$ cat src/hw/rtl/nearest_palette_color_match_assert.svh
// Assertion macros for the nearest palette color match RTL.
`ifndef NEAREST_PALETTE_COLOR_MATCH_ASSERT_SVH
`define NEAREST_PALETTE_COLOR_MATCH_ASSERT_SVH

// Same-cycle implication, disabled while reset is held.
`define NPCM_ASSERT_IMP(label, clk, rst_n, ante, cons) \
  label: assert property (@(posedge clk) disable iff (!(rst_n)) (ante) |-> (cons)) \
    else $error("npcm assertion failed");

// Next-cycle implication, disabled while reset is held.
`define NPCM_ASSERT_NXT(label, clk, rst_n, ante, cons) \
  label: assert property (@(posedge clk) disable iff (!(rst_n)) (ante) |=> (cons)) \
    else $error("npcm assertion failed");

`endif

$ cat src/hw/rtl/npcm_pkg.sv
// Package: types, constants and helpers for the nearest palette color match.
package npcm_pkg;

  localparam int COLOR_W             = 8;
  localparam int RGB_W               = 3 * COLOR_W;
  localparam int IDX_IN_W            = 8;
  localparam int IDX_OUT_W           = 8;
  localparam int DIST_W              = 20;
  localparam int SQ_W                = 2 * COLOR_W;
  localparam int WGT_W               = 10;
  localparam int PROD_W              = WGT_W + SQ_W;
  localparam int FRAC_SH             = 8;
  localparam int TERM_W              = PROD_W - FRAC_SH;
  localparam int PALETTE_ENTRIES_DEF = 256;
  localparam int RED_BASE            = 512;
  localparam int BLUE_BASE           = 767;

  localparam logic ACT_WRITE = 1'b0;
  localparam logic ACT_QUERY = 1'b1;

  typedef enum logic [1:0] {
    ST_IDLE,
    ST_SCAN,
    ST_WAIT,
    ST_DONE
  } state_t;

  // Control tag riding along with each scanned entry.
  typedef struct packed {
    logic scan;
    logic last;
  } tag_t;

  // Distance result handed back to the sequencer.
  typedef struct packed {
    logic              scan;
    logic              last;
    logic              hit;
    logic [DIST_W-1:0] distance;
  } res_t;

  // Entries at or above 2**IDX_IN_W can never be written.
  function automatic int store_depth(input int entries);
    store_depth = (entries < (2 ** IDX_IN_W)) ? entries : (2 ** IDX_IN_W);
  endfunction

endpackage

$ cat src/hw/rtl/npcm_if.sv
// Valid/ready channel interfaces for query/write transactions and results.
interface npcm_in_if;
  import npcm_pkg::*;

  logic                valid;
  logic                ready;
  logic                action;
  logic [IDX_IN_W-1:0] entry_index;
  logic                entry_valid;
  logic [COLOR_W-1:0]  red;
  logic [COLOR_W-1:0]  green;
  logic [COLOR_W-1:0]  blue;

  modport source (output valid, action, entry_index, entry_valid, red, green, blue,
                  input ready);
  modport sink   (input valid, action, entry_index, entry_valid, red, green, blue,
                  output ready);
endinterface

interface npcm_out_if;
  import npcm_pkg::*;

  logic                 valid;
  logic                 ready;
  logic [IDX_OUT_W-1:0] best_index;
  logic [DIST_W-1:0]    best_distance;
  logic                 match_found;

  modport source (output valid, best_index, best_distance, match_found, input ready);
  modport sink   (input valid, best_index, best_distance, match_found, output ready);
endinterface

$ cat src/hw/rtl/npcm_seq.sv
// Sequencer: accepts transactions, walks the palette, tracks the best match.
module npcm_seq #(
  parameter int PALETTE_ENTRIES = npcm_pkg::PALETTE_ENTRIES_DEF,
  parameter int DEPTH           = npcm_pkg::store_depth(PALETTE_ENTRIES),
  parameter int ADDR_W          = $clog2(DEPTH)
) (
  input  logic                         clk,
  input  logic                         rst_n,
  npcm_in_if.sink                      in_ch,
  npcm_out_if.source                   out_ch,
  output logic                         wr_en,
  output logic [ADDR_W-1:0]            wr_addr,
  output logic [npcm_pkg::RGB_W-1:0]   wr_color,
  output logic                         wr_valid,
  output logic                         rd_en,
  output logic [ADDR_W-1:0]            rd_addr,
  output npcm_pkg::tag_t               iss_tag_r,
  output logic [ADDR_W-1:0]            iss_idx_r,
  output logic [npcm_pkg::COLOR_W-1:0] q_red_r,
  output logic [npcm_pkg::COLOR_W-1:0] q_green_r,
  output logic [npcm_pkg::COLOR_W-1:0] q_blue_r,
  input  npcm_pkg::res_t               res,
  input  logic [ADDR_W-1:0]            res_idx
);
  import npcm_pkg::*;

  localparam logic [ADDR_W-1:0] LAST_ADDR = ADDR_W'(DEPTH - 1);

  state_t              state_r, state_nxt;
  logic [ADDR_W-1:0]   cnt_r;
  logic                accept, in_range, out_load, scan_last, better;
  logic                found_r;
  logic [ADDR_W-1:0]   best_i_r;
  logic [DIST_W-1:0]   best_d_r;
  logic                out_valid_r, out_valid_nxt;
  logic [IDX_OUT_W-1:0] out_idx_r;
  logic [DIST_W-1:0]   out_dist_r;
  logic                out_found_r;

  assign accept    = in_ch.valid && in_ch.ready;
  assign in_range  = 32'(in_ch.entry_index) < 32'(PALETTE_ENTRIES);
  assign scan_last = (cnt_r == LAST_ADDR);
  assign better    = res.scan && res.hit && (!found_r || (res.distance < best_d_r));

  assign wr_en    = accept && (in_ch.action == ACT_WRITE) && in_range;
  assign wr_addr  = in_ch.entry_index[ADDR_W-1:0];
  assign wr_color = {in_ch.red, in_ch.green, in_ch.blue};
  assign wr_valid = in_ch.entry_valid;
  assign rd_addr  = cnt_r;

  always_comb begin
    state_nxt = state_r;
    unique case (state_r)
      ST_IDLE: if (accept && (in_ch.action == ACT_QUERY)) state_nxt = ST_SCAN;
      ST_SCAN: if (scan_last) state_nxt = ST_WAIT;
      ST_WAIT: if (res.scan && res.last) state_nxt = ST_DONE;
      ST_DONE: if (!out_valid_r || out_ch.ready) state_nxt = ST_IDLE;
      default: state_nxt = ST_IDLE;
    endcase
  end

  always_comb begin
    in_ch.ready = 1'b0;
    rd_en       = 1'b0;
    out_load    = 1'b0;
    unique case (state_r)
      ST_IDLE: in_ch.ready = 1'b1;
      ST_SCAN: rd_en       = 1'b1;
      ST_WAIT: ;
      ST_DONE: out_load    = !out_valid_r || out_ch.ready;
      default: ;
    endcase
  end

  assign out_valid_nxt = out_load ? 1'b1 : (out_ch.ready ? 1'b0 : out_valid_r);

  always_ff @(posedge clk) begin
    if (!rst_n) begin
      state_r     <= ST_IDLE;
      out_valid_r <= 1'b0;
      iss_tag_r   <= '0;
    end else begin
      state_r        <= state_nxt;
      out_valid_r    <= out_valid_nxt;
      iss_tag_r.scan <= rd_en;
      iss_tag_r.last <= rd_en && scan_last;
    end
  end

  always_ff @(posedge clk) begin
    iss_idx_r <= cnt_r;
    if (accept) begin
      q_red_r   <= in_ch.red;
      q_green_r <= in_ch.green;
      q_blue_r  <= in_ch.blue;
      cnt_r     <= '0;
      found_r   <= 1'b0;
      best_i_r  <= '0;
      best_d_r  <= '0;
    end else begin
      if (rd_en) begin
        cnt_r <= cnt_r + 1'b1;
      end
      if (better) begin
        found_r  <= 1'b1;
        best_i_r <= res_idx;
        best_d_r <= res.distance;
      end
    end
    if (out_load) begin
      out_idx_r   <= IDX_OUT_W'(best_i_r);
      out_dist_r  <= best_d_r;
      out_found_r <= found_r;
    end
  end

  assign out_ch.valid         = out_valid_r;
  assign out_ch.best_index    = out_idx_r;
  assign out_ch.best_distance = out_dist_r;
  assign out_ch.match_found   = out_found_r;

endmodule

$ cat src/flat_wrapper.sv
// flat-port wrapper written by rule: the top's interface ports become plain ports
module npcm_seq_flat import npcm_pkg::*;
#(
  parameter int PALETTE_ENTRIES = npcm_pkg::PALETTE_ENTRIES_DEF,
  parameter int DEPTH           = npcm_pkg::store_depth(PALETTE_ENTRIES),
  parameter int ADDR_W          = $clog2(DEPTH)
)
  (clk, rst_n, wr_en, wr_addr, wr_color, wr_valid, rd_en, rd_addr, iss_tag_r, iss_idx_r, q_red_r, q_green_r, q_blue_r, res, res_idx, in_ch_valid, in_ch_action, in_ch_entry_index, in_ch_entry_valid, in_ch_red, in_ch_green, in_ch_blue, in_ch_ready, out_ch_valid, out_ch_best_index, out_ch_best_distance, out_ch_match_found, out_ch_ready);
  npcm_in_if in_ch_i ();
  npcm_out_if out_ch_i ();
  input  logic clk;
  input  logic rst_n;
  output logic wr_en;
  output logic [ADDR_W-1:0] wr_addr;
  output logic [npcm_pkg::RGB_W-1:0] wr_color;
  output logic wr_valid;
  output logic rd_en;
  output logic [ADDR_W-1:0] rd_addr;
  output npcm_pkg::tag_t iss_tag_r;
  output logic [ADDR_W-1:0] iss_idx_r;
  output logic [npcm_pkg::COLOR_W-1:0] q_red_r;
  output logic [npcm_pkg::COLOR_W-1:0] q_green_r;
  output logic [npcm_pkg::COLOR_W-1:0] q_blue_r;
  input  npcm_pkg::res_t res;
  input  logic [ADDR_W-1:0] res_idx;
  input wire logic [$bits(in_ch_i.valid)-1:0] in_ch_valid;
  input wire logic [$bits(in_ch_i.action)-1:0] in_ch_action;
  input wire logic [$bits(in_ch_i.entry_index)-1:0] in_ch_entry_index;
  input wire logic [$bits(in_ch_i.entry_valid)-1:0] in_ch_entry_valid;
  input wire logic [$bits(in_ch_i.red)-1:0] in_ch_red;
  input wire logic [$bits(in_ch_i.green)-1:0] in_ch_green;
  input wire logic [$bits(in_ch_i.blue)-1:0] in_ch_blue;
  output wire logic [$bits(in_ch_i.ready)-1:0] in_ch_ready;
  output wire logic [$bits(out_ch_i.valid)-1:0] out_ch_valid;
  output wire logic [$bits(out_ch_i.best_index)-1:0] out_ch_best_index;
  output wire logic [$bits(out_ch_i.best_distance)-1:0] out_ch_best_distance;
  output wire logic [$bits(out_ch_i.match_found)-1:0] out_ch_match_found;
  input wire logic [$bits(out_ch_i.ready)-1:0] out_ch_ready;
  assign in_ch_i.valid = in_ch_valid;
  assign in_ch_i.action = in_ch_action;
  assign in_ch_i.entry_index = in_ch_entry_index;
  assign in_ch_i.entry_valid = in_ch_entry_valid;
  assign in_ch_i.red = in_ch_red;
  assign in_ch_i.green = in_ch_green;
  assign in_ch_i.blue = in_ch_blue;
  assign in_ch_ready = in_ch_i.ready;
  assign out_ch_valid = out_ch_i.valid;
  assign out_ch_best_index = out_ch_i.best_index;
  assign out_ch_best_distance = out_ch_i.best_distance;
  assign out_ch_match_found = out_ch_i.match_found;
  assign out_ch_i.ready = out_ch_ready;
  npcm_seq #(.PALETTE_ENTRIES(PALETTE_ENTRIES), .DEPTH(DEPTH), .ADDR_W(ADDR_W)) u_core (.clk(clk), .rst_n(rst_n), .in_ch(in_ch_i), .out_ch(out_ch_i), .wr_en(wr_en), .wr_addr(wr_addr), .wr_color(wr_color), .wr_valid(wr_valid), .rd_en(rd_en), .rd_addr(rd_addr), .iss_tag_r(iss_tag_r), .iss_idx_r(iss_idx_r), .q_red_r(q_red_r), .q_green_r(q_green_r), .q_blue_r(q_blue_r), .res(res), .res_idx(res_idx));
endmodule
$ cat config.mk
export PLATFORM = sky130hd
export DESIGN_NAME = npcm_seq_flat
export DESIGN_NICKNAME = d
export VERILOG_FILES = /design/src/hw/rtl/nearest_palette_color_match_assert.svh /design/src/hw/rtl/npcm_pkg.sv /design/src/hw/rtl/npcm_if.sv /design/src/hw/rtl/npcm_seq.sv /design/src/flat_wrapper.sv
export SDC_FILE = /design/constraint.sdc
export NUM_CORES = 1
export LEC_CHECK = 0
export BUFFER_PORTS_ARGS = -buffer_cell sky130_fd_sc_hd__buf_2
export CORE_UTILIZATION = 45
export CTS_BUF_LIST = sky130_fd_sc_hd__clkbuf_4 sky130_fd_sc_hd__clkbuf_8
export CTS_CLUSTER_DIAMETER = 40
export DETAILED_ROUTE_END_ITERATION = 12
export PLACE_DENSITY = 0.79
export SLEW_MARGIN = 20
export SYNTH_ARGS = -nofsm -noshare
export SYNTH_HDL_FRONTEND = slang
export SYNTH_SLANG_ARGS = --single-unit
$ cat constraint.sdc
create_clock -name clk -period 5.9 [get_ports clk]
set_input_delay 0.59 -clock clk [delete_from_list [all_inputs] [get_ports clk]]
set_output_delay 0.59 -clock clk [all_outputs]
set_load 0.02 [all_outputs]
After elaboration in Yosys (flattened, before gate mapping)
Index checks and enable logic that the tools add are counted.

Bits in registers: 103. Bits in latches: 0. Bits in writable memories: 0. ROM bits: 0. Input bits: 69. Output and inout port bits: 108. Logic and storage cells: 50. Memories: 0.

Add/subtract/negate cells: 1. Multiply operators: 0. Div/mod/pow operators: 0. Order comparisons: 1. Equal/unequal tests: 8. Shifts and indexed selects: 0. Mux-type cells: 10. Bitwise logic cells: 1. Reduce and logical (&&, ||, !) cells: 14.

Operators by type and width (number): 20-bit less-than comparator (1); 8-bit by 1-bit adder with 8-bit output, second input constant (1); 8-bit equality test, second input constant (1); 2-bit 2-to-1 mux (4); 2-bit by 1-bit inequality test with 1-bit output, second input constant (4); 2-bit one-hot mux with 4 select lines (1); 1-bit logical AND (7); 1-bit 2-to-1 mux (5); 2-bit equality test, second input constant (2); 4-bit AND reduction (1); 2-bit by 1-bit equality test with 1-bit output, second input constant (1); 1-bit logical NOT (2); 2-bit logical NOT (1); 1-bit logical OR (2); 2-bit nonzero test (1); 1-bit NOT (1).

Logic depth before layout (Yosys ltp)
Gate-level depths: netlist (run 1).

Depth after elaboration: 6. Mapped depth: 9. Gate-level depth less buffers: 7.

Least setup slack after synthesis (run 1)
OpenSTA, ideal clock, no wires.

Kind: input to register. Start: input out_ch_ready. End: register u_core.out_dist_r[0] (netlist: u_core.out_ch.best_distance[0]), enable pin. Library setup time: 418 ps. Data arrival time: 1965 ps. Required time: 5482 ps. Setup slack: 3517 ps. Cell stages on the path: 2. Buffers on the path: 0. Cells stage by stage: nor2b_1 > nor2b_1.

Cells in the longest elaborated chain, start to end: 2.

Ends and longest elaborated chain: from (decl) (RTL line flat_wrapper.sv:38) `input wire logic [$bits(out_ch_i.ready)-1:0] out_ch_ready;`; 1-bit logical OR (RTL line npcm_seq.sv:70) `ST_DONE: out_load = !out_valid_r || out_ch.ready;`; 1-bit 2-to-1 mux (RTL line npcm_seq.sv:66) `unique case (state_r)`; via u_core.out_load (RTL line npcm_seq.sv:31) `logic accept, in_range, out_load, scan_last, better;`; to (signal assigned) (RTL line npcm_seq.sv:112) `out_dist_r <= best_d_r;`; to (decl) (RTL line npcm_seq.sv:37) `logic [DIST_W-1:0] out_dist_r;`.

The timed path passes the listed nets, and every way through them passes these cells. A chain may end at the register's enable or synchronous reset.

Worst setup path in the final report (run 1)
Start: register u_core.state_r[0]. End: output wr_en.

Cells in the longest elaborated chain, start to end: 4.

Ends and longest elaborated chain: from (decl) (RTL line npcm_seq.sv:29) `state_t state_r, state_nxt;`; from (signal assigned) (RTL line npcm_seq.sv:83) `state_r <= state_nxt;`; 2-bit logical NOT (RTL line npcm_seq.sv:66); 1-bit 2-to-1 mux (RTL line npcm_seq.sv:66); 1-bit logical AND (RTL line npcm_seq.sv:40) `assign accept = in_ch.valid && in_ch.ready;`; 1-bit logical AND (RTL line npcm_seq.sv:45) `assign wr_en = accept && (in_ch.action == ACT_WRITE) && in_range;`; to (decl) (RTL line flat_wrapper.sv:13) `output logic wr_en;`.

Every way passes these cells.

==> impl_metrics.tcl, run 1 <==
set metrics [dict create \
    cp_max_fo 58 \
    placementRows 35 \
    syn_inst 355 \
    synth_top_cell_by_area "edfxtp_1" \
    slew_viol_final 0 \
    vias 2920 \
    ir_drop_mv 0.287 \
    core_sq_um 9200 \
    cts_tree "yes" \
    clk_latency_ns 0.36 \
    synth.avg_cell_area_sq_um 12.0 \
    dp.cells 583 \
    maxCapViolations 0 \
    dpl.hpwl_microns 6330 \
    final_cells 599 \
    io_buffer_count 158 \
    rsz0062_at_grt "no" \
    numCtsBuffers 9 \
    antenna_found_initial 0 \
    async_flop_share_pct 0 \
    drc 0 \
    r2r_slack_ns 3.42 \
    first_pass_iters 4 \
    slew-limit-headroom_pct 30.1 \
    startpoint "u_core.state_r[0]" \
    hold_slack_ns 0.405 \
    seq_area_frac_synth_pct 61.1 \
    root_buffer "clkbuf_8" \
    path_class "reg2out" \
    vias_per_cell 4.87 \
    reg2reg_depth 8 \
    synth.distinct_cells 33 \
    netlist.area_leader.share_pct 37.5 \
    grt_pass1_vias 2795 \
    grtUsageTotal_pct 17.4 \
    syn_area_sq_um 4250 \
    min_period_over_period_pct 47.4 \
    hold_path_depth 0 \
    io_pins 177 \
    grt_pass1_wl_microns 13300 \
    setup_viol 0 \
    placed_area_sq_um 4900 \
    synth_nets 448 \
    clock_path_buffers 2 \
    tightest_slew_ns 1.04 \
    antenna_cells 0 \
    clock_skew_ns 0.0129 \
    drtIter0Drc 86 \
    hold_buffers 0 \
    ctsHtreeMaxLevel 3 \
    cts_setup_buffers 0 \
    initial_utilization_pct 46.2 \
    totalWireLength_microns 8680 \
    cts_resized 0 \
    r2r_start "u_core.best_d_r[19]" \
    worst_ep_required_time_ns 5.31 \
    ys_seq_elements 103 \
    hp-class "reg2reg" \
    cp-end-kind "output pin" \
    synth_edf_count 53 \
    drive_gt1_share_pct 37.5 \
    p_leak_nw 2.36 \
    reg2reg_to "u_core.best_d_r[6]" \
    synth.area.top_cells "edfxtp_1 37%, dfxtp_1 24%, ha_1 7.1%, mux2i_1 7.1%, nand2_1 6.4%" \
    final_util_pct 55.3 \
    post-route-min-period_ns 2.80 \
    die-area_sq_um 9830 \
    place.gp.congestion 0.834 \
    status "finished clean" \
    cp-start-kind "flip-flop" \
    cts_sinks 103 \
    critical_path_arrival_ns 2.21 \
    ys_warn_count 0 \
    ys.flop_type "edfxtp_1" \
    ant_nets 0 \
    fmax_mhz 358 \
    hold_viol_final 0 \
    grt_max_degree 59 \
    path_clk_slew_ns 0.10 \
    fp.dieW_microns 99.1 \
    area_delta_synth_final_pct 19.7 \
    final_nets 576 \
    endpoint "wr_en" \
    grt-ovfl-total 0 \
    power_density_nw_per_um2 406 \
    die-height_microns 99.1 \
    fin_area_sq_um 5080 \
    wl_per_cell_microns 14.5 \
    tns_ns 0 \
]
==> cells in the final DEF (no fill, tap or decap), types with 2 or more instances in the layout <==
cell / instances
a21oi_1: 11
mux2i_1: 30
xor2_1: 3
inv_1: 21
clkinv_4: 2
or3_1: 3
nor2b_1: 3
nor2_1: 12
nand2_1: 71
edfxtp_1: 53
o21ai_0: 8
nand3_1: 2
ha_1: 24
nand4_1: 4
buf_2: 158
dfxtp_1: 50
clkbuf_8: 9
==> cells in the mapped netlist (4+ instances only) <==
library cell  number
mux2i_1           30
edfxtp_1          53
nor2_1            12
inv_1             21
nor2b_1            4
o21ai_0            8
buf_4             33
nand4_1            4
dfxtp_1           50
nand2_1           72
clkbuf_1           7
a21oi_1           11
ha_1              24
==> cells by family (layout without fill, tap and decap cells) <==
logic type	Yosys count	after routing	synth area share [%]
AOI/OAI and AO/OA	27	27	4.30
xor gates and xnor gates	4	4	0.825
adders and majority gates	24	24	7.07
buffers and inverters	65	198	9.61
DFF	103	103	61.1
muxes	30	30	7.07
and+or+nand+nor	102	102	10.1
==> routing by layer <==
metal	track usage (%)	wire, microns
met2	29.0	4370
met3	3.58	410
met5	0	0
met4	8.14	230
met1	21.9	3670
==> report_power, final <==
| part | switching, mW | leakage, nW | internal [mW] |
|---|---|---|---|
| sequential | 0.0775 | 0.906 | 0.933 |
| combinational | 0.405 | 1.36 | 0.231 |
| clock | 0.252 | 0.0927 | 0.165 |
==> cell type report <==
type                            instances  area, sq um
Fill cell                             827         4110
Multi-Input combinational cell        187         1260
Inverter                               22         82.6
Timing Repair Buffer                  160          826
Clock buffer                           10          131
Sequential cell                       103         2590
Clock inverter                          6         51.3
Tap cell                              111          139
==> critical path, cell delays in order (launching register included) <==
cell and delay [ns]:
dfxtp_1 0.35, inv_1 0.11, ha_1 0.24, nand2_2 0.60, nor2_1 0.32, buf_2 0.22
==> sequential cells by signal, indices dropped and copies added, names as in the netlist <==
signal,cells
u_core.rd_addr,8
u_core.out_ch.best_distance,20
u_core.iss_idx_r,8
u_core.out_ch.match_found,1
u_core.iss_tag_r,2
u_core.state_r,2
u_core.found_r,1
u_core.out_ch.best_index,8
u_core.q_green_r,8
u_core.best_d_r,20
u_core.best_i_r,8
u_core.q_blue_r,8
u_core.q_red_r,8
u_core.out_ch.valid,1
==> per-stage QoR <==
step	setup slack, ns	total power [mW]
detailed placement	3.11	1.67
finish	3.10	2.06
global route	2.91	2.19
CTS	3.08	2.08
global placement	3.00	1.62
floorplan	3.52	1.49
==> worst min-delay path by stage <==
| stage | start | to | slack, ns |
|---|---|---|---|
| 2_1_floorplan | u_core.best_i_r[0] | u_core.out_ch.best_index[0] | 0.41 |
| 3_3_place_gp | u_core.rd_addr[7] | u_core.iss_idx_r[7] | 0.39 |
| 3_5_place_dp | u_core.rd_addr[7] | u_core.iss_idx_r[7] | 0.39 |
| 4_1_cts | in_ch_red[6] | u_core.q_red_r[6] | 0.39 |
| 5_1_grt | in_ch_blue[1] | u_core.q_blue_r[1] | 0.39 |
| 6_report | u_core.rd_addr[7] | u_core.iss_idx_r[7] | 0.40 |
Power figures use the tool's default switching activity.
==> run 2: changes to the inputs <==
Clock period 5.9 ns to 2.8 ns, I/O delays scaled along.
==> run 2 against run 1 <==
  * Hold slack worse by 0.30 ns
  * Clock skew about the same
  * Global-route usage decreased by 0.28 points
  * Sequential power grew 110%
  * Die area unchanged
  * Non-clock buffer count grew 1
  * Design area about the same
  * Final cell count rose by 0.17%
  * Via count fell by 0.62%
  * Setup slack got worse by 2.6 ns
  * Register-to-register slack got worse by 2.9 ns
  * Largest cell class unchanged
  * Highest routed layer unchanged
==> impl_metrics.tcl, run 2 (synthesis results as in run 1) <==
set metrics [dict create \
    cts_sinks 103 \
    hp-class "in2reg" \
    numCtsBuffers 9 \
    ctsHtreeMaxLevel 3 \
    tns_ns 0 \
    rsz0062_at_grt "no" \
    worstPathCellList "inv_1, ha_1, nand4_1, nor3_1, nand3_1, o221ai_4, buf_12, mux2i_1" \
    hold_buffers 0 \
    wl_per_cell_microns 14.1 \
    r2r_start "u_core.best_d_r[19]" \
    drc 0 \
    cts_tree "yes" \
    min_from "in_ch_red[6]" \
    hold_path_depth 1 \
    tightest_slew_ns 0.658 \
    initial_utilization_pct 46.2 \
    drtIter0Drc 90 \
    grt_pass1_vias 2758 \
    final_util_pct 55.2 \
    cp_slowest_cell "o221ai_4" \
    final_common_cell "buf_2" \
    placed_area_sq_um 4900 \
    place.gp.congestion 0.831 \
    p_leak_nw 2.36 \
    placementRows 35 \
    clock_skew_ns 0.0132 \
    vias_per_cell 4.84 \
    antenna_cells 0 \
    status "finished clean" \
    path_clk_slew_ns 0.10 \
    drive_gt1_share_pct 37.6 \
    cts_resized 0 \
    n_fill_cell 794 \
    final_nets 577 \
    dpl.hpwl_microns 6260 \
    ant_nets 0 \
    r2r_slack_ns 0.50 \
    ir_drop_mv 0.451 \
    die-area_sq_um 9830 \
    clk_latency_ns 0.35 \
    root_buffer "clkbuf_8" \
    grtUsageTotal_pct 17.2 \
    io_buffer_count 158 \
    die-height_microns 99.1 \
    power_density_nw_per_um2 850 \
    fp.dieW_microns 99.1 \
    layout_common_cells "158 x buf_2, 71 x nand2_1, 53 x edfxtp_1" \
    fmax_mhz 436 \
    core_sq_um 9200 \
    slowest_delay_ns 0.41 \
    hold_viol_final 0 \
    maxCapViolations 0 \
    vias 2902 \
    cp_max_fo 21 \
    grt-ovfl-total 0 \
    io_pins 177 \
    cp-start-kind "flip-flop" \
    setup_viol 0 \
    reg2reg_to "u_core.best_i_r[6]" \
    grt_pass1_wl_microns 13300 \
    grt_max_degree 58 \
    area_delta_synth_final_pct 19.7 \
    critical_path_arrival_ns 2.58 \
    finalPower_mw 4.32 \
    reg2reg_depth 8 \
    cts_setup_buffers 0 \
    worst_ep_required_time_ns 3.08 \
    path_class "reg2reg" \
    clock_path_buffers 2 \
    cp-end-kind "flip-flop" \
    slew-limit-headroom_pct 56.0 \
    totalWireLength_microns 8480 \
    antenna_found_initial 0 \
    fin_area_sq_um 5080 \
    post-route-min-period_ns 2.30 \
    slew_viol_final 0 \
    first_pass_iters 4 \
    hold_end "u_core.q_red_r[6]" \
    min_period_over_period_pct 82.0 \
]
run 2: cell type report:
cell class / instances / area (sq um) / area share (%)
well taps: 111 / 139 / 2.73
clock buffers: 9 / 124 / 2.44
multi-input cells: 187 / 1260 / 24.8
inverters: 22 / 82.6 / 1.63
repair buffers: 161 / 826 / 16.3
clock inverters: 7 / 55.1 / 1.08
flip-flops and latches: 103 / 2590 / 51.0
run 2: per-stage QoR:
step,hold slack (ns),cells,setup WS [ns]
3_5_place_dp,0.387,584,0.505
6_report,0.108,600,0.505
5_1_grt,0.0826,600,0.267
4_1_cts,0.0848,600,0.486
2_1_floorplan,0.379,355,0.510
3_3_place_gp,0.386,584,0.630
run 2: per-layer routing:
| layer | vias up | wire length (microns) | global-route usage, % |
|---|---|---|---|
| met1 | 1363 | 3570 | 21.9 |
| li1 | 1433 | - | - |
| met5 | - | 0 | 0 |
| met4 | 0 | 169 | 7.01 |
| met3 | 22 | 451 | 3.16 |
| met2 | 84 | 4290 | 29.0 |
run 2: worst max-delay path, delay by kind of cell, from the launching register on:
kind	cells	cell delay, ns
compound gates	1	0.41
fa+ha+maj	1	0.30
buf+inv	2	0.31
flops	1	0.37
mux	1	0.22
simple gates	3	0.61
run 2: where the power goes:
part | leakage, nW | internal (mW) | total [mW] | switching (mW)
Sequential | 0.906 | 1.97 | 2.13 | 0.163
Clock | 0.0919 | 0.335 | 0.864 | 0.529
Combinational | 1.36 | 0.483 | 1.33 | 0.843
Total | 2.36 | 2.78 | 4.32 | 1.54
run 2: how the worst max path moves through the flow:
stage                                           endpoint           startpoint  depth (start not counted)
after floorplan           u_core.out_ch.best_distance[0]    u_core.state_r[1]                          2
after global placement                u_core.best_i_r[2]              res[19]                          8
after detailed placement              u_core.best_i_r[6]              res[19]                          8
after CTS                             u_core.best_i_r[6]  u_core.best_d_r[19]                          8
after global routing                  u_core.best_i_r[4]  u_core.best_d_r[19]                          8
final                                 u_core.best_i_r[6]  u_core.best_d_r[19]                          8
