===== src/hw/rtl/nearest_palette_color_match_assert.svh =====
// Assertion macros for the nearest palette color match RTL.
`ifndef NEAREST_PALETTE_COLOR_MATCH_ASSERT_SVH
`define NEAREST_PALETTE_COLOR_MATCH_ASSERT_SVH

// Same-cycle implication, disabled while reset is held.
`define NPCM_ASSERT_IMP(label, clk, rst_n, ante, cons) \
  label: assert property (@(posedge clk) disable iff (!(rst_n)) (ante) |-> (cons)) \
    else $error("npcm assertion failed");

// Next-cycle implication, disabled while reset is held.
`define NPCM_ASSERT_NXT(label, clk, rst_n, ante, cons) \
  label: assert property (@(posedge clk) disable iff (!(rst_n)) (ante) |=> (cons)) \
    else $error("npcm assertion failed");

`endif


===== src/hw/rtl/npcm_pkg.sv =====
// Package: types, constants and helpers for the nearest palette color match.
package npcm_pkg;

  localparam int COLOR_W             = 8;
  localparam int RGB_W               = 3 * COLOR_W;
  localparam int IDX_IN_W            = 8;
  localparam int IDX_OUT_W           = 8;
  localparam int DIST_W              = 20;
  localparam int SQ_W                = 2 * COLOR_W;
  localparam int WGT_W               = 10;
  localparam int PROD_W              = WGT_W + SQ_W;
  localparam int FRAC_SH             = 8;
  localparam int TERM_W              = PROD_W - FRAC_SH;
  localparam int PALETTE_ENTRIES_DEF = 256;
  localparam int RED_BASE            = 512;
  localparam int BLUE_BASE           = 767;

  localparam logic ACT_WRITE = 1'b0;
  localparam logic ACT_QUERY = 1'b1;

  typedef enum logic [1:0] {
    ST_IDLE,
    ST_SCAN,
    ST_WAIT,
    ST_DONE
  } state_t;

  // Control tag riding along with each scanned entry.
  typedef struct packed {
    logic scan;
    logic last;
  } tag_t;

  // Distance result handed back to the sequencer.
  typedef struct packed {
    logic              scan;
    logic              last;
    logic              hit;
    logic [DIST_W-1:0] distance;
  } res_t;

  // Entries at or above 2**IDX_IN_W can never be written.
  function automatic int store_depth(input int entries);
    store_depth = (entries < (2 ** IDX_IN_W)) ? entries : (2 ** IDX_IN_W);
  endfunction

endpackage


===== src/hw/rtl/npcm_dist.sv =====
// Pipelined redmean distance unit, one palette entry per cycle.
module npcm_dist #(
  parameter int PALETTE_ENTRIES = npcm_pkg::PALETTE_ENTRIES_DEF,
  parameter int ADDR_W          = $clog2(npcm_pkg::store_depth(PALETTE_ENTRIES))
) (
  input  logic                         clk,
  input  logic                         rst_n,
  input  logic [npcm_pkg::COLOR_W-1:0] q_red,
  input  logic [npcm_pkg::COLOR_W-1:0] q_green,
  input  logic [npcm_pkg::COLOR_W-1:0] q_blue,
  input  logic [npcm_pkg::RGB_W-1:0]   e_color,
  input  logic                         e_hit,
  input  npcm_pkg::tag_t               in_tag,
  input  logic [ADDR_W-1:0]            in_idx,
  output npcm_pkg::res_t               res,
  output logic [ADDR_W-1:0]            res_idx
);
  import npcm_pkg::*;

  logic [COLOR_W-1:0] er, eg, eb;
  logic [COLOR_W-1:0] dr, dg, db, mean;
  logic [COLOR_W:0]   rsum;

  // stage A: differences, squares, weights
  tag_t               a_tag_r;
  logic               a_hit_r;
  logic [ADDR_W-1:0]  a_idx_r;
  logic [SQ_W-1:0]    a_dr2_r, a_dg2_r, a_db2_r;
  logic [WGT_W-1:0]   a_wr_r, a_wb_r;

  // stage B: weighted terms
  tag_t               b_tag_r;
  logic               b_hit_r;
  logic [ADDR_W-1:0]  b_idx_r;
  logic [PROD_W-1:0]  b_pr_r, b_pb_r;
  logic [SQ_W-1:0]    b_dg2_r;
  logic [TERM_W-1:0]  tr, tg, tb;

  // stage C: sum
  tag_t               c_tag_r;
  logic               c_hit_r;
  logic [ADDR_W-1:0]  c_idx_r;
  logic [DIST_W-1:0]  c_dist_r;

  assign er   = e_color[RGB_W-1 -: COLOR_W];
  assign eg   = e_color[2*COLOR_W-1 -: COLOR_W];
  assign eb   = e_color[COLOR_W-1:0];
  assign dr   = (er > q_red)   ? (er - q_red)   : (q_red - er);
  assign dg   = (eg > q_green) ? (eg - q_green) : (q_green - eg);
  assign db   = (eb > q_blue)  ? (eb - q_blue)  : (q_blue - eb);
  assign rsum = {1'b0, er} + {1'b0, q_red};
  assign mean = rsum[COLOR_W:1];

  always_ff @(posedge clk) begin
    if (!rst_n) begin
      a_tag_r <= '0;
      b_tag_r <= '0;
      c_tag_r <= '0;
    end else begin
      a_tag_r <= in_tag;
      b_tag_r <= a_tag_r;
      c_tag_r <= b_tag_r;
    end
  end

  always_ff @(posedge clk) begin
    a_hit_r <= e_hit;
    a_idx_r <= in_idx;
    a_dr2_r <= SQ_W'(dr) * SQ_W'(dr);
    a_dg2_r <= SQ_W'(dg) * SQ_W'(dg);
    a_db2_r <= SQ_W'(db) * SQ_W'(db);
    a_wr_r  <= WGT_W'(RED_BASE) + WGT_W'(mean);
    a_wb_r  <= WGT_W'(BLUE_BASE) - WGT_W'(mean);
  end

  always_ff @(posedge clk) begin
    b_hit_r <= a_hit_r;
    b_idx_r <= a_idx_r;
    b_pr_r  <= PROD_W'(a_wr_r) * PROD_W'(a_dr2_r);
    b_pb_r  <= PROD_W'(a_wb_r) * PROD_W'(a_db2_r);
    b_dg2_r <= a_dg2_r;
  end

  assign tr = b_pr_r[PROD_W-1:FRAC_SH];
  assign tb = b_pb_r[PROD_W-1:FRAC_SH];
  assign tg = {b_dg2_r, 2'b00};

  always_ff @(posedge clk) begin
    c_hit_r  <= b_hit_r;
    c_idx_r  <= b_idx_r;
    c_dist_r <= DIST_W'(tr) + DIST_W'(tg) + DIST_W'(tb);
  end

  assign res.scan     = c_tag_r.scan;
  assign res.last     = c_tag_r.last;
  assign res.hit      = c_hit_r;
  assign res.distance = c_dist_r;
  assign res_idx      = c_idx_r;

endmodule


===== config.mk =====
export PLATFORM = sky130hd
export DESIGN_NAME = npcm_dist
export DESIGN_NICKNAME = d
export VERILOG_FILES = /design/src/hw/rtl/nearest_palette_color_match_assert.svh /design/src/hw/rtl/npcm_pkg.sv /design/src/hw/rtl/npcm_dist.sv
export SDC_FILE = /design/constraint.sdc
export NUM_CORES = 1
export LEC_CHECK = 0
export BUFFER_PORTS_ARGS = -buffer_cell sky130_fd_sc_hd__buf_4
export CAP_MARGIN = 20
export CELL_PAD_IN_SITES_DETAIL_PLACEMENT = 0
export CELL_PAD_IN_SITES_GLOBAL_PLACEMENT = 2
export CORE_AREA = 3 3 269 192
export CTS_BUF_LIST = sky130_fd_sc_hd__clkbuf_16
export CTS_CLUSTER_DIAMETER = 80
export CTS_CLUSTER_SIZE = 40
export DETAILED_ROUTE_END_ITERATION = 6
export DIE_AREA = 0 0 272 195
export GPL_TIMING_DRIVEN = 0
export PLACE_DENSITY = 0.88
export SYNTH_ARGS = -nofsm -noshare
export SYNTH_HDL_FRONTEND = slang
export SYNTH_SLANG_ARGS = --single-unit

===== constraint.sdc =====
create_clock -name clk -period 10 [get_ports clk]
set_input_delay 2 -clock clk [delete_from_list [all_inputs] [get_ports clk]]
set_output_delay 2 -clock clk [all_outputs]
set_load 0.02 [all_outputs]

**Yosys cells after proc, flatten, opt, wreduce, memory -nomap -nowiden**

Index checks and enable logic that the tools add are counted.

- $add $sub $neg: 11
- $mul: 5
- $lt $le $gt $ge: 3
- Muxes and demuxes: 3

Operators with widths:

| operator | count |
|---|---|
| 10-bit by 16-bit multiplier with 26-bit output | 2 |
| 8-bit by 8-bit multiplier with 16-bit output | 3 |
| 8-bit subtractor | 6 |
| 8-bit > comparator | 3 |
| 8-bit two-way mux | 3 |
| 19-bit by 18-bit adder with 20-bit output | 1 |
| 18-bit by 18-bit adder with 19-bit output | 1 |
| 10-bit by 8-bit adder with 10-bit output (first input constant) | 1 |
| 10-bit by 8-bit subtractor with 10-bit output (first input constant) | 1 |
| 8-bit by 8-bit adder with 9-bit output | 1 |

- Register bits: 189
- Input port bits: 61
- Output and inout port bits: 31
- Logic and storage cells: 43

**Logic depth before layout (Yosys ltp)**

Gate-level depths: netlist of the first run.

- Depth in word-level cells: 3
- Mapped depth: 30

**Worst setup path before layout of the first run**

Ideal clock, no wire load.

- Path kind: input-to-reg
- Start point: in e_color[8] in the netlist's numbering
- End point: reg a_dg2_r[15]
- Arrival: 7441 ps
- Required time: 9878 ps
- Path slack: 2437 ps
- Stages: 24
- Path buffers: 0
- Path through: inv_1 -> ha_1 -> fa_1 -> nor2b_1 -> o31a_4 -> o21ai_1 -> a311oi_2 -> mux2i_1 -> o311ai_0 -> or3_1 -> fa_1 -> inv_1 -> fa_1 -> fa_1 -> inv_1 -> fa_1 -> inv_1 -> ha_1 -> nor4_1 -> nor3_1 -> a221o_1 -> a21o_1 -> a21oi_1 -> xnor2_1

- Cells in the longest elaborated chain, start to end: 3
- Elaborated cells between the ends (all ways): 5
- Those cells by class: 2 x add/sub; 1 x mul; 1 x order compare; 1 x mux

Ends and longest elaborated chain:

| element | RTL line | source |
|---|---|---|
| start, declared | npcm_dist.sv:11 | `input logic [npcm_pkg::RGB_W-1:0] e_color,` |
| 8-bit subtractor / 8-bit > comparator (equally long branches) | npcm_dist.sv:49 | `assign dg = (eg > q_green) ? (eg - q_green) : (q_green - eg);` |
| 8-bit two-way mux (*) | npcm_dist.sv:49 |  |
| 8-bit by 8-bit multiplier with 16-bit output (*) | npcm_dist.sv:70 | `a_dg2_r <= SQ_W'(dg) * SQ_W'(dg);` |
| end signal, assigned | npcm_dist.sv:70 |  |
| end, declared | npcm_dist.sv:28 | `logic [SQ_W-1:0] a_dr2_r, a_dg2_r, a_db2_r;` |

Mark *: on every way between the ends. The rest lies on a longest branch, timed or not.
A chain may end at the register's enable or synchronous reset.

**Worst setup path in the final report of the first run**

- Start point: in e_color[0] in the netlist's numbering
- End point: reg a_db2_r[15]

- Cells in the longest elaborated chain, start to end: 3
- Elaborated cells between the ends (all ways): 5
- Those cells by class: 2 x add/sub; 1 x mul; 1 x order compare; 1 x mux

Ends and longest elaborated chain:

| element | RTL line | source |
|---|---|---|
| 8-bit subtractor / 8-bit > comparator (equally long branches) | npcm_dist.sv:50 | `assign db = (eb > q_blue) ? (eb - q_blue) : (q_blue - eb);` |
| 8-bit two-way mux (*) | npcm_dist.sv:50 |  |
| 8-bit by 8-bit multiplier with 16-bit output (*) | npcm_dist.sv:71 | `a_db2_r <= SQ_W'(db) * SQ_W'(db);` |
| end signal, assigned | npcm_dist.sv:71 |  |
| end, declared | npcm_dist.sv:28 |  |

Marked as above.

==> impl_table.tex, run 1 <==
\begin{tabular}{lr}
\hline
Metric & Value \\
\hline
\multicolumn{2}{l}{\textbf{Timing}} \\
Final worst path period need & $\sim$8 ns \\
Final clock period utilization by the worst path & between 70\% and 80\% \\
Max Fclk & about 0.13 GHz \\
Sum of negative setup slack & 0 ns \\
Slew @ Worst Pin & 0.966 ns \\
RSZ-0062 raised after global routing & false \\
Total of endpoints with negative setup slack in the final report & 0 \\
Worst slew margin & 34.9\% \\
Clock Skews & 0.00967 ns \\
Number of slew-limit violations in the final report & 0 \\
Final-report hold violation count & 0 \\
\multicolumn{2}{l}{\textbf{Clocking}} \\
Clock-pin slew reported for the worst setup and hold paths after clock tree synthesis & 0.07 ns \\
TritonCTS clock tree & yes \\
Number of H-tree branching levels & 4 \\
Post-CTS Setup Inserts & 0 \\
Clock root buffer master & sky130\_fd\_sc\_hd\_\_clkbuf\_16 \\
Hold buffer count at CTS & 0 \\
Resized Gates After CTS & 0 \\
Clk Latency, worst-skew pair & 0.45 ns \\
Clock buffer depth & 2 \\
CTS Sinks & between 150 and 200 \\
Number of clock buffers inserted by TritonCTS & 17 \\
\multicolumn{2}{l}{\textbf{Die}} \\
Die outline height & 195 µm \\
Starting Density & 41.0\% \\
DIE WIDTH & about 270 µm \\
Floorplan core area & 49100 µm² \\
Total I/O pin count & just over 90 \\
Number of cell rows & 68 \\
Total die area & 53000 µm² \\
\multicolumn{2}{l}{\textbf{Global routing}} \\
Via count of the first global-routing pass & 14.2k \\
Number of antenna violations at the first check in global routing & 1 \\
Pin count of the biggest net entering global routing & 17 \\
GRT Overall Usage & 17.0\% \\
Overflow after GRT & 0 \\
Global-route wire length before repair & between 70 and 80 mm \\
\multicolumn{2}{l}{\textbf{Finish}} \\
Leading cell types in the layout, fill and taps excluded & sky130\_fd\_sc\_hd\_\_inv\_1, sky130\_fd\_sc\_hd\_\_ha\_1, sky130\_fd\_sc\_hd\_\_fa\_1, sky130\_fd\_sc\_hd\_\_dfxtp\_1, sky130\_fd\_sc\_hd\_\_and2\_1 \\
Number of nets at the end of the flow & roughly 2.9k \\
Commonest non-fill, non-tap cell in the layout & sky130\_fd\_sc\_hd\_\_inv\_1 \\
Layout overhead on the synthesized area & 10.5\% \\
Share of final-layout standard cells stronger than drive strength 1 & roughly 8\% \\
\multicolumn{2}{l}{\textbf{Yosys}} \\
Number of synthesized flops with an enable pin & 0 \\
Number of register bits inferred by synthesis & 165 \\
Mean instance size in the synthesized netlist & 9.51 µm² \\
Gate Count Post-Synth & 2120 \\
Share of flip-flops with an asynchronous set or reset & 0\% \\
Dominant register cell in the synthesized netlist & sky130\_fd\_sc\_hd\_\_dfxtp\_1 \\
Count of cell types in the netlist & 85 \\
Area of the mapped netlist & 20200 µm² \\
Number of warnings reported in the yosys synthesis log & 0 \\
Fraction of the yosys area taken by sequential cells & 16.4\% \\
\multicolumn{2}{l}{\textbf{Job}} \\
Number of max-capacitance violations reported & 0 \\
\multicolumn{2}{l}{\textbf{Worst setup path}} \\
Critical Setup Path Class & in2reg \\
Cell with the biggest individual delay on the critical path & sky130\_fd\_sc\_hd\_\_mux2i\_1 \\
Top cell by count, worst path & sky130\_fd\_sc\_hd\_\_inv\_1 \\
Arrival time at the worst endpoint & approximately 8.2 ns \\
Length in cells of the worst reg-to-reg path & 19 \\
Startpoint type of the worst setup path & primary input \\
Count of buffer and inverter cells on the critical path & 9 \\
Destination of the worst register-to-register timing path & b\_pr\_r[25] \\
Stage delay of the slowest cell on the critical path & 0.75 ns \\
Critical path endpoint category & flop \\
Worst path top cell family by delay & adder cells \\
Worst reg-to-reg setup slack & between 3 and 4 ns \\
Crit Reg-Reg Startpoint & a\_wr\_r[2] \\
Data required, critical path & 10.34 ns \\
Largest fanout of any net on the critical path & 10 \\
\multicolumn{2}{l}{\textbf{Place}} \\
Final HPWL from detailed placement & 37.0 mm \\
Final weighted congestion in routability-driven placement & 0.849 \\
Quantity of I/O buffers inserted on ports & just over 90 \\
\multicolumn{2}{l}{\textbf{Hold path}} \\
Endpoint with the worst hold slack & b\_idx\_r[4] \\
Kind of path behind the tightest hold check & reg2reg \\
Worst hold path cell count & 0 \\
Worst hold path startpoint & a\_idx\_r[4] \\
\multicolumn{2}{l}{\textbf{Drt}} \\
Avg WL per Cell & 14.8 µm \\
Detailed Route WL & about 43 mm \\
DRC violations left & 0 \\
Number of design-rule violations left by the first detailed-router iteration & 765 \\
Routed vias & 14.0k \\
Detailed-route vias per instance & 4.80 \\
Detailed-routing iteration count for the pre-antenna-repair pass & 5 \\
Post-route antenna net violation count & 0 \\
\multicolumn{2}{l}{\textbf{Outcome}} \\
Run status & finished clean \\
\hline
\end{tabular}
[layout make-up]
class                      instances  area, µm²
fill                            4716      26800
multi-input combinational       1504      15100
sequential                       165       3300
inverter                         420       1580
tap                              665        832
timing repair buffer              92        691
clock buffer                      17        425
buffer                            37        198
clock inverter                    14        153
antenna                            1       2.50
[state kept, by name, summed over array words and instances, names as in the netlist, 15 cells and up]
| signal | flops |
|---|---|
| a_dg2_r | 15 |
| b_pb_r | 18 |
| b_dg2_r | 15 |
| b_pr_r | 18 |
| c_dist_r | 20 |
| a_dr2_r | 15 |
| a_db2_r | 15 |
[cells by family after synthesis]
family | count (synthesis) | synth area share, %
DFF | 165 | 16.4
AOI/OAI and AO/OA | 269 | 9.51
buffers and inverters | 457 | 8.80
muxes | 10 | 0.497
adders and majority gates | 583 | 46.6
other | 2 | 0.0373
and+or+nand+nor | 513 | 12.7
xor gates and xnor gates | 121 | 5.56
[how the worst max path moves through the flow]
stage,from,to,slack (ns),cells past startpoint
floorplan,e_color[8],a_dg2_r[15],2.44,24
global placement,e_color[16],a_dr2_r[14],1.79,24
detailed placement,e_color[0],a_db2_r[15],1.75,31
CTS,e_color[16],a_dr2_r[14],2.21,26
global route,q_blue[0],a_db2_r[15],1.77,28
finish,e_color[0],a_db2_r[15],2.18,29
[metal layers]
layer	share of wire (%)	vias up	wire, µm	GRT usage [%]
li1	-	6899	-	-
met1	53	6826	23100	26.8
met2	41	257	17600	24.6
met3	5.1	21	2200	3.08
met4	0.75	0	324	2.52
met5	0	-	0	0
[stage by stage]
step / hold WS, ns / utilization, % / area (µm²) / setup slack (ns) / std cells
2_1_floorplan: 0.310 / - / 20200 / 2.44 / 2126
3_3_place_gp: 0.310 / 44.2 / 21700 / 1.79 / 2882
3_5_place_dp: 0.314 / 44.2 / 21700 / 1.75 / 2882
4_1_cts: 0.329 / 45.4 / 22300 / 2.21 / 2913
5_1_grt: 0.334 / 45.4 / 22300 / 1.77 / 2914
6_report: 0.326 / 45.4 / 22300 / 2.18 / 2915
[synthesized netlist by cell type (9+ instances only)]
| cell | number | area (µm²) |
|---|---|---|
| sky130_fd_sc_hd__a21o_1 | 44 | 330 |
| sky130_fd_sc_hd__buf_4 | 9 | 67.6 |
| sky130_fd_sc_hd__a21oi_1 | 74 | 370 |
| sky130_fd_sc_hd__fa_1 | 278 | 5570 |
| sky130_fd_sc_hd__and3_1 | 9 | 56.3 |
| sky130_fd_sc_hd__dfxtp_1 | 165 | 3300 |
| sky130_fd_sc_hd__xnor2_1 | 74 | 648 |
| sky130_fd_sc_hd__xor2_1 | 39 | 342 |
| sky130_fd_sc_hd__o21a_1 | 17 | 128 |
| sky130_fd_sc_hd__mux2i_1 | 10 | 100 |
| sky130_fd_sc_hd__nor3_1 | 22 | 110 |
| sky130_fd_sc_hd__inv_1 | 418 | 1570 |
| sky130_fd_sc_hd__o21bai_1 | 17 | 128 |
| sky130_fd_sc_hd__and2_1 | 153 | 957 |
| sky130_fd_sc_hd__nand3_1 | 12 | 60.1 |
| sky130_fd_sc_hd__nor2b_1 | 17 | 106 |
| sky130_fd_sc_hd__clkbuf_1 | 18 | 67.6 |
| sky130_fd_sc_hd__nand2_1 | 126 | 473 |
| sky130_fd_sc_hd__o21ai_0 | 32 | 160 |
| sky130_fd_sc_hd__ha_1 | 305 | 3820 |
| sky130_fd_sc_hd__nor2_1 | 132 | 495 |
Power of run 1 is not shown: default switching activity piles up to over one toggle a cycle in this logic, so the estimate is an artifact.
==> run 2, diff against run 1 <==
--- a/config.mk
+++ b/config.mk
@@ -9,14 +9,14 @@
 export CAP_MARGIN = 20
 export CELL_PAD_IN_SITES_DETAIL_PLACEMENT = 0
 export CELL_PAD_IN_SITES_GLOBAL_PLACEMENT = 2
-export CORE_AREA = 3 3 269 192
+export CORE_AREA = 3 3 283 202
 export CTS_BUF_LIST = sky130_fd_sc_hd__clkbuf_16
 export CTS_CLUSTER_DIAMETER = 80
 export CTS_CLUSTER_SIZE = 40
 export DETAILED_ROUTE_END_ITERATION = 6
-export DIE_AREA = 0 0 272 195
+export DIE_AREA = 0 0 286 205
 export GPL_TIMING_DRIVEN = 0
-export PLACE_DENSITY = 0.88
+export PLACE_DENSITY = 0.85
 export SYNTH_ARGS = -nofsm -noshare
 export SYNTH_HDL_FRONTEND = slang
 export SYNTH_SLANG_ARGS = --single-unit
==> constraint.sdc (replaced) <==
create_clock -name clk -period 6.7 [get_ports clk]
set_input_delay 1.34 -clock clk [delete_from_list [all_inputs] [get_ports clk]]
set_output_delay 1.34 -clock clk [all_outputs]
set_load 0.02 [all_outputs]
==> run 2 against run 1 <==
First-iteration DRC count shrank 22%. Critical path depth shrank 4. Clock-buffer cell count is the same. Setup slack lost 2.1 ns. Non-clock buffer count grew 74. Final area grew 7.5%. Wire length grew 4.2%.
==> impl_table.tex, run 2 (synthesized netlist as in run 1, its figures left out) <==
\begin{tabular}{lr}
\hline
Metric & Value \\
\hline
\multicolumn{2}{l}{\textbf{Worst setup path}} \\
Critical Setup Path Class & in2reg (unchanged) \\
Cell count along the critical path & 25 (was 29) \\
Worst reg-to-reg setup slack & 0.27 ns (was 3.51 ns) \\
Count of buffer and inverter cells on the critical path & 6 (was 9) \\
Stage delay of the slowest cell on the critical path & 0.52 ns (was 0.75 ns) \\
Cell with the biggest individual delay on the critical path & sky130\_fd\_sc\_hd\_\_fa\_1 (was sky130\_fd\_sc\_hd\_\_mux2i\_1) \\
Top cell by count, worst path & sky130\_fd\_sc\_hd\_\_fa\_1 (was sky130\_fd\_sc\_hd\_\_inv\_1) \\
Critical path endpoint category & flop (unchanged) \\
Arrival time at the worst endpoint & 6.99 ns (was 8.16 ns) \\
Worst path top cell family by delay & adder cells (unchanged) \\
Data required, critical path & 7.06 ns (was 10.34 ns) \\
Destination of the worst register-to-register timing path & b\_pr\_r[25] (unchanged) \\
Crit Reg-Reg Startpoint & a\_wr\_r[5] (was a\_wr\_r[2]) \\
Largest fanout of any net on the critical path & 10 (unchanged) \\
Length in cells of the worst reg-to-reg path & 18 (was 19) \\
Startpoint type of the worst setup path & primary input (unchanged) \\
\multicolumn{2}{l}{\textbf{Clocking}} \\
CTS Sinks & 165 (unchanged) \\
Clock root buffer master & sky130\_fd\_sc\_hd\_\_clkbuf\_16 (unchanged) \\
Number of H-tree branching levels & 4 (unchanged) \\
TritonCTS clock tree & yes (unchanged) \\
Clk Latency, worst-skew pair & 0.44 ns (was 0.45 ns) \\
Hold buffer count at CTS & 0 (unchanged) \\
Clock-pin slew reported for the worst setup and hold paths after clock tree synthesis & 0.07 ns (about the same) \\
Clock buffer depth & 2 (unchanged) \\
Number of clock buffers inserted by TritonCTS & 17 (unchanged) \\
\multicolumn{2}{l}{\textbf{Global routing}} \\
Met1 usage & 24.5\% (was 26.8\%) \\
GR met2 Demand/Resource & 23.7\% (was 24.6\%) \\
Overflow after GRT & 0 (unchanged) \\
Met3 Resource Use GR & 2.20\% (was 3.08\%) \\
Busiest metal layer after global routing & met1 (unchanged) \\
Via count of the first global-routing pass & 14.6k (was 14.2k) \\
Global-route wire length before repair & 74.6 mm (was 72.8 mm) \\
Number of antenna violations at the first check in global routing & 1 (unchanged) \\
Pin count of the biggest net entering global routing & 17 (unchanged) \\
GRT Overall Usage & 15.8\% (was 17.0\%) \\
\multicolumn{2}{l}{\textbf{Finish}} \\
Flip-flop count of the largest register after layout & 20 (unchanged) \\
Share of final-layout standard cells stronger than drive strength 1 & 16.7\% (was 8.09\%) \\
Leading cell types in the layout, fill and taps excluded & sky130\_fd\_sc\_hd\_\_inv\_1, sky130\_fd\_sc\_hd\_\_ha\_1, sky130\_fd\_sc\_hd\_\_fa\_1, sky130\_fd\_sc\_hd\_\_buf\_4, sky130\_fd\_sc\_hd\_\_dfxtp\_1 (was sky130\_fd\_sc\_hd\_\_inv\_1, sky130\_fd\_sc\_hd\_\_ha\_1, sky130\_fd\_sc\_hd\_\_fa\_1, sky130\_fd\_sc\_hd\_\_dfxtp\_1, sky130\_fd\_sc\_hd\_\_and2\_1) \\
Fin area & 23900 µm² (was 22300 µm²) \\
Biggest registers after layout & c\_dist\_r x20, b\_pb\_r x18, b\_pr\_r x18 (unchanged) \\
Most flop-heavy register & c\_dist\_r (unchanged) \\
Number of nets at the end of the flow & 2955 (was 2881) \\
Layout overhead on the synthesized area & 18.8\% (was 10.5\%) \\
Commonest non-fill, non-tap cell in the layout & sky130\_fd\_sc\_hd\_\_inv\_1 (unchanged) \\
\multicolumn{2}{l}{\textbf{Timing}} \\
Number of slew-limit violations in the final report & 0 (unchanged) \\
Final-report hold violation count & 0 (unchanged) \\
Clock Skews & 0.0122 ns (was 0.00967 ns) \\
RSZ-0062 raised after global routing & true (was false) \\
Total of endpoints with negative setup slack in the final report & 0 (unchanged) \\
Worst slack on hold paths & 0.321 ns (was 0.326 ns) \\
Final clock period utilization by the worst path & 99.0\% \\
Slew @ Worst Pin & 0.884 ns (was 0.966 ns) \\
Final worst path period need & roughly 6.6 ns \\
Worst slew margin & 40.4\% (was 34.9\%) \\
Max Fclk & 0.151 GHz \\
\multicolumn{2}{l}{\textbf{Drt}} \\
DRC violations left & 0 (unchanged) \\
Detailed-routing iteration count for the pre-antenna-repair pass & 5 (unchanged) \\
Routed vias & 14.4k (was 14.0k) \\
Post-route antenna net violation count & 0 (unchanged) \\
Avg WL per Cell & 14.7 µm (was 14.8 µm) \\
Number of design-rule violations left by the first detailed-router iteration & 600 (was 765) \\
Detailed-route vias per instance & 4.70 (was 4.80) \\
Detailed Route WL & 45.1 mm (was 43.3 mm) \\
\multicolumn{2}{l}{\textbf{Place}} \\
Final HPWL from detailed placement & 36.8 mm (was 37.0 mm) \\
Quantity of I/O buffers inserted on ports & 91 (unchanged) \\
Final weighted congestion in routability-driven placement & 0.829 (was 0.849) \\
Cell area after placement & 21900 µm² (was 21700 µm²) \\
\multicolumn{2}{l}{\textbf{Hold path}} \\
Kind of path behind the tightest hold check & reg2reg (unchanged) \\
Worst hold path cell count & 0 (unchanged) \\
Endpoint with the worst hold slack & b\_idx\_r[5] (was b\_idx\_r[4]) \\
Worst hold path startpoint & a\_idx\_r[5] (was a\_idx\_r[4]) \\
\multicolumn{2}{l}{\textbf{Die}} \\
Starting Density & 36.8\% (was 41.0\%) \\
DIE WIDTH & 286 µm (was 272 µm) \\
Floorplan core area & 54800 µm² (was 49100 µm²) \\
Number of cell rows & 72 (was 68) \\
Total die area & 58600 µm² (was 53000 µm²) \\
Total I/O pin count & 92 (unchanged) \\
Die outline height & 205 µm (was 195 µm) \\
\multicolumn{2}{l}{\textbf{Outcome}} \\
Run status & finished clean (unchanged) \\
\multicolumn{2}{l}{\textbf{Job}} \\
Number of max-capacitance violations reported & 0 (unchanged) \\
\hline
\end{tabular}
-- run 2: cell types whose count changed in the layout (fill, tap and decap cells not counted), moves of 15 or more --
cell | before | now
sky130_fd_sc_hd__buf_4 | 101 | 166
sky130_fd_sc_hd__ha_1 | 305 | 283
sky130_fd_sc_hd__inv_1 | 418 | 401
sky130_fd_sc_hd__a21oi_1 | 74 | 58
sky130_fd_sc_hd__ha_4 | 0 | 16
sky130_fd_sc_hd__inv_2 | 2 | 18
sky130_fd_sc_hd__nor2_1 | 132 | 117
-- run 2: per-layer routing --
layer | vias to the layer above | wire (µm)
met5 | - | 0
met4 | 0 | 339
met3 | 22 | 1320
met2 | 210 | 19100
met1 | 7123 | 24300
li1 | 7059 | -
-- run 2: cell type report --
class | instances | area [µm²]
well taps | 740 | 926
fillers | 5425 | 30800
repair buffers | 167 | 1310
diodes | 1 | 2.50
clock inverters | 15 | 178
inverters | 420 | 1580
flip-flops and latches | 165 | 3300
clock buffers | 17 | 425
plain buffers | 36 | 239
multi-input cells | 1504 | 16000
-- run 2: worst max-delay path by stage --
stage / start / endpoint / slack, ns
floorplan: q_green[3] / a_dg2_r[15] / -0.02
global placement: e_color[16] / a_dr2_r[14] / -0.83
detailed placement: e_color[16] / a_dr2_r[14] / -0.96
CTS: e_color[8] / a_dg2_r[15] / 0.003
global route: q_green[3] / a_dg2_r[15] / -0.14
finish: q_green[3] / a_dg2_r[15] / 0.07
-- run 2: metrics by stage --
step	cells	setup slack [ns]	setup TNS, ns	util, %
floorplan	2126	-0.0171	-0.0171	-
global placement	2957	-0.830	-11.25	39.9
detailed placement	2957	-0.956	-12.70	39.9
CTS	3016	0.00272	0	42.0
global route	3064	-0.139	-0.524	43.7
finish	3065	0.0654	0	43.7
-- run 2: worst reg2reg max path, stage by stage (launching register included) --
cell	delay, ns
sky130_fd_sc_hd__dfxtp_1	0.50
sky130_fd_sc_hd__clkbuf_1	0.45
sky130_fd_sc_hd__and2_1	0.23
sky130_fd_sc_hd__fa_1	0.44
sky130_fd_sc_hd__fa_1	0.54
sky130_fd_sc_hd__inv_1	0.05
sky130_fd_sc_hd__fa_1	0.47
sky130_fd_sc_hd__inv_1	0.04
sky130_fd_sc_hd__fa_1	0.38
sky130_fd_sc_hd__fa_1	0.47
sky130_fd_sc_hd__ha_1	0.35
sky130_fd_sc_hd__a221o_1	0.36
sky130_fd_sc_hd__a31oi_1	0.19
sky130_fd_sc_hd__o21ai_0	0.36
sky130_fd_sc_hd__a2111oi_4	0.54
sky130_fd_sc_hd__o21ai_1	0.21
sky130_fd_sc_hd__a31o_2	0.29
sky130_fd_sc_hd__a21oi_2	0.14
sky130_fd_sc_hd__xnor2_1	0.25
-- run 2: timing repair --
item | CTS | global route
endpoints found under the setup margin | 15 | 19
gates resized for setup | 53 | 140
pin swaps | 20 | 63
buffers inserted | 28 | 47
cloned | 0 | 1
Power of run 2 is left out for the same reason.
==> run 3, diff against run 2 <==
--- a/config.mk
+++ b/config.mk
@@ -9,14 +9,14 @@
 export CAP_MARGIN = 20
 export CELL_PAD_IN_SITES_DETAIL_PLACEMENT = 0
 export CELL_PAD_IN_SITES_GLOBAL_PLACEMENT = 2
-export CORE_AREA = 3 3 283 202
-export CTS_BUF_LIST = sky130_fd_sc_hd__clkbuf_16
+export CORE_AREA = 3 3 280 199
+export CTS_BUF_LIST = sky130_fd_sc_hd__clkbuf_4 sky130_fd_sc_hd__clkbuf_8
 export CTS_CLUSTER_DIAMETER = 80
 export CTS_CLUSTER_SIZE = 40
 export DETAILED_ROUTE_END_ITERATION = 6
-export DIE_AREA = 0 0 286 205
+export DIE_AREA = 0 0 283 202
 export GPL_TIMING_DRIVEN = 0
-export PLACE_DENSITY = 0.85
+export PLACE_DENSITY = 0.86
 export SYNTH_ARGS = -nofsm -noshare
 export SYNTH_HDL_FRONTEND = slang
 export SYNTH_SLANG_ARGS = --single-unit
==> run 3 against run 2 <==
The flow now finishes with violations (setup timing). Via count fell by 0.70%. Setup slack got worse by 0.18 ns. Final cell count fell by 1.2%. Utilization rose by 0.054 points. Clock-buffer cell count rose by 3. Flip-flop and latch count did not move. Clock skew fell by 0.0014 ns. Critical path depth did not move. Global-route usage rose by 0.11 points. Die area fell by 2.5%. Hold slack improved by 0.011 ns. Largest cell class unchanged.
==> impl_table.tex, run 3 (synthesized netlist as in run 1, its figures left out) <==
\begin{tabular}{lr}
\hline
Metric & Value \\
\hline
\multicolumn{2}{l}{\textbf{Die}} \\
Number of cell rows & 71 (was 72) \\
Die outline height & 202 µm (was 205 µm) \\
Starting Density & 37.7\% (was 36.8\%) \\
Floorplan core area & 53400 µm² (was 54800 µm²) \\
Total die area & 57200 µm² (was 58600 µm²) \\
Total I/O pin count & 92 (unchanged) \\
DIE WIDTH & 283 µm (was 286 µm) \\
\multicolumn{2}{l}{\textbf{Job}} \\
Number of max-capacitance violations reported & 0 (unchanged) \\
\multicolumn{2}{l}{\textbf{Timing}} \\
RSZ-0062 raised after global routing & true (unchanged) \\
Final-report hold violation count & 0 (unchanged) \\
Worst slew margin & 41.8\% (was 40.4\%) \\
Worst-case setup margin in the final layout & -0.117 ns (was 0.0654 ns) \\
Final clock period utilization by the worst path & 102\% (was 99.0\%) \\
Number of slew-limit violations in the final report & 0 (unchanged) \\
Max Fclk & 0.147 GHz (was 0.151 GHz) \\
Final worst path period need & 6.82 ns (was 6.63 ns) \\
Total of endpoints with negative setup slack in the final report & 2 (was 0) \\
Clock Skews & 0.0108 ns (was 0.0122 ns) \\
Slew @ Worst Pin & 0.864 ns (was 0.884 ns) \\
\multicolumn{2}{l}{\textbf{Clocking}} \\
Clk Latency, worst-skew pair & 0.46 ns (was 0.44 ns) \\
Number of clock buffers inserted by TritonCTS & 17 (unchanged) \\
CTS Sinks & 165 (unchanged) \\
Clock-pin slew reported for the worst setup and hold paths after clock tree synthesis & 0.09 ns (was 0.07 ns) \\
Clock buffer depth & 2 (unchanged) \\
Number of H-tree branching levels & 4 (unchanged) \\
Clock root buffer master & sky130\_fd\_sc\_hd\_\_clkbuf\_8 (was sky130\_fd\_sc\_hd\_\_clkbuf\_16) \\
TritonCTS clock tree & yes (unchanged) \\
\multicolumn{2}{l}{\textbf{Outcome}} \\
Violations in the final reports & setup timing \\
Run status & finished with violations (was finished clean) \\
\multicolumn{2}{l}{\textbf{Finish}} \\
Leading cell types in the layout, fill and taps excluded & sky130\_fd\_sc\_hd\_\_inv\_1, sky130\_fd\_sc\_hd\_\_ha\_1, sky130\_fd\_sc\_hd\_\_fa\_1, sky130\_fd\_sc\_hd\_\_dfxtp\_1, sky130\_fd\_sc\_hd\_\_and2\_1 (was sky130\_fd\_sc\_hd\_\_inv\_1, sky130\_fd\_sc\_hd\_\_ha\_1, sky130\_fd\_sc\_hd\_\_fa\_1, sky130\_fd\_sc\_hd\_\_buf\_4, sky130\_fd\_sc\_hd\_\_dfxtp\_1) \\
Layout overhead on the synthesized area & 16.0\% (was 18.8\%) \\
Area taken by multi-input logic gates & 15800 µm² (was 16000 µm²) \\
Fill cells & 5194 (was 5425) \\
Most flop-heavy register & c\_dist\_r (unchanged) \\
Biggest registers after layout & c\_dist\_r x20, b\_pb\_r x18, b\_pr\_r x18 (unchanged) \\
Flip-flop count of the largest register after layout & 20 (unchanged) \\
Commonest non-fill, non-tap cell in the layout & sky130\_fd\_sc\_hd\_\_inv\_1 (unchanged) \\
Fin area & 23400 µm² (was 23900 µm²) \\
Share of final-layout standard cells stronger than drive strength 1 & 14.7\% (was 16.7\%) \\
FF/Latch Area & 3300 µm² (unchanged) \\
Number of nets at the end of the flow & 2927 (was 2955) \\
\multicolumn{2}{l}{\textbf{Hold path}} \\
Kind of path behind the tightest hold check & reg2reg (unchanged) \\
\multicolumn{2}{l}{\textbf{Worst setup path}} \\
Stage delay of the slowest cell on the critical path & 0.56 ns (was 0.52 ns) \\
Critical Setup Path Class & in2reg (unchanged) \\
Arrival time at the worst endpoint & 7.21 ns (was 6.99 ns) \\
Largest fanout of any net on the critical path & 4 (was 10) \\
Startpoint type of the worst setup path & primary input (unchanged) \\
Cell with the biggest individual delay on the critical path & sky130\_fd\_sc\_hd\_\_fa\_1 (unchanged) \\
Data required, critical path & 7.09 ns (was 7.06 ns) \\
Critical path endpoint category & flop (unchanged) \\
Top cell by count, worst path & sky130\_fd\_sc\_hd\_\_fa\_1 (unchanged) \\
\multicolumn{2}{l}{\textbf{Drt}} \\
Detailed-route vias per instance & 4.73 (was 4.70) \\
Post-route antenna net violation count & 0 (unchanged) \\
Number of design-rule violations left by the first detailed-router iteration & 570 (was 600) \\
DRC violations left & 0 (unchanged) \\
Routed vias & 14.3k (was 14.4k) \\
Detailed-routing iteration count for the pre-antenna-repair pass & 7 (was 5) \\
Detailed Route WL & 44.2 mm (was 45.1 mm) \\
Avg WL per Cell & 14.6 µm (was 14.7 µm) \\
\multicolumn{2}{l}{\textbf{Global routing}} \\
Global-route wire length before repair & 74.5 mm (was 74.6 mm) \\
Overflow after GRT & 0 (unchanged) \\
Pin count of the biggest net entering global routing & 17 (unchanged) \\
Number of antenna violations at the first check in global routing & 1 (unchanged) \\
Via count of the first global-routing pass & 14.7k (was 14.6k) \\
GRT Overall Usage & 15.9\% (was 15.8\%) \\
\multicolumn{2}{l}{\textbf{Place}} \\
Final HPWL from detailed placement & 36.7 mm (was 36.8 mm) \\
Cell area after placement & 21900 µm² (about the same) \\
Quantity of I/O buffers inserted on ports & 91 (unchanged) \\
Final weighted congestion in routability-driven placement & 0.834 (was 0.829) \\
\hline
\end{tabular}
[run 3: cell count changes in the layout (fill, tap and decap cells not counted), sizes merged]
cell	delta
buf	-28
clkbuf	+3
inv	-3
bufinv	+1
clkinvlp	-1
[run 3: final timing paths]
path,cells after the start,start,slack (ns),endpoint
worst max-delay path,25,e_color[8],-0.12,a_dg2_r[15]
worst min-delay path,0,a_idx_r[0],0.33,b_idx_r[0]
worst max register to register,18,a_wr_r[5],0.25,b_pr_r[25]
worst min register to register,0,a_idx_r[0],0.33,b_idx_r[0]
[run 3: routing by layer]
layer,share of wire [%],wire (µm),track usage (%)
met1,53,23500,24.8
met2,43,18800,23.9
met3,3.8,1690,2.03
met4,0.60,267,2.17
met5,0,0,0
[run 3: timing repair]
item	CTS	global route
buffers inserted	15	32
setup endpoints to repair	11	14
hold buffers	0	0
gates cloned	0	1
gates resized for setup	31	116
pin swaps	9	59
[run 3: final cells by class]
type                       instances  share of cell area, %
timing repair buffer             139                   4.69
tap                              730                   3.91
inverter                         420                   6.76
buffer                            36                  0.953
clock buffer                      20                   1.15
sequential                       165                   14.1
multi-input combinational       1504                   67.6
antenna                            1                 0.0107
clock inverter                    12                  0.755
[run 3: per-stage QoR]
step | worst slack (ns) | std cells | util, % | hold slack, ns | setup TNS [ns]
2_1_floorplan | -0.0171 | 2126 | - | 0.310 | -0.0171
3_3_place_gp | -0.816 | 2947 | 41.0 | 0.310 | -10.73
6_report | -0.117 | 3027 | 43.8 | 0.332 | -0.118
4_1_cts | 0.00408 | 2993 | 42.3 | 0.334 | 0
3_5_place_dp | -0.848 | 2947 | 41.0 | 0.313 | -11.34
5_1_grt | -0.301 | 3026 | 43.8 | 0.339 | -0.661
[run 3: worst max-delay path: cells and delay by family]
| family | cells | cell delay (ns) |
|---|---|---|
| compound gates | 7 | 1.45 |
| xor+xnor | 1 | 0.13 |
| fa+ha+maj | 7 | 2.85 |
| buf+inv | 5 | 0.25 |
| mux | 1 | 0.31 |
| simple gates | 4 | 0.89 |
Power of run 3 is left out for the same reason.
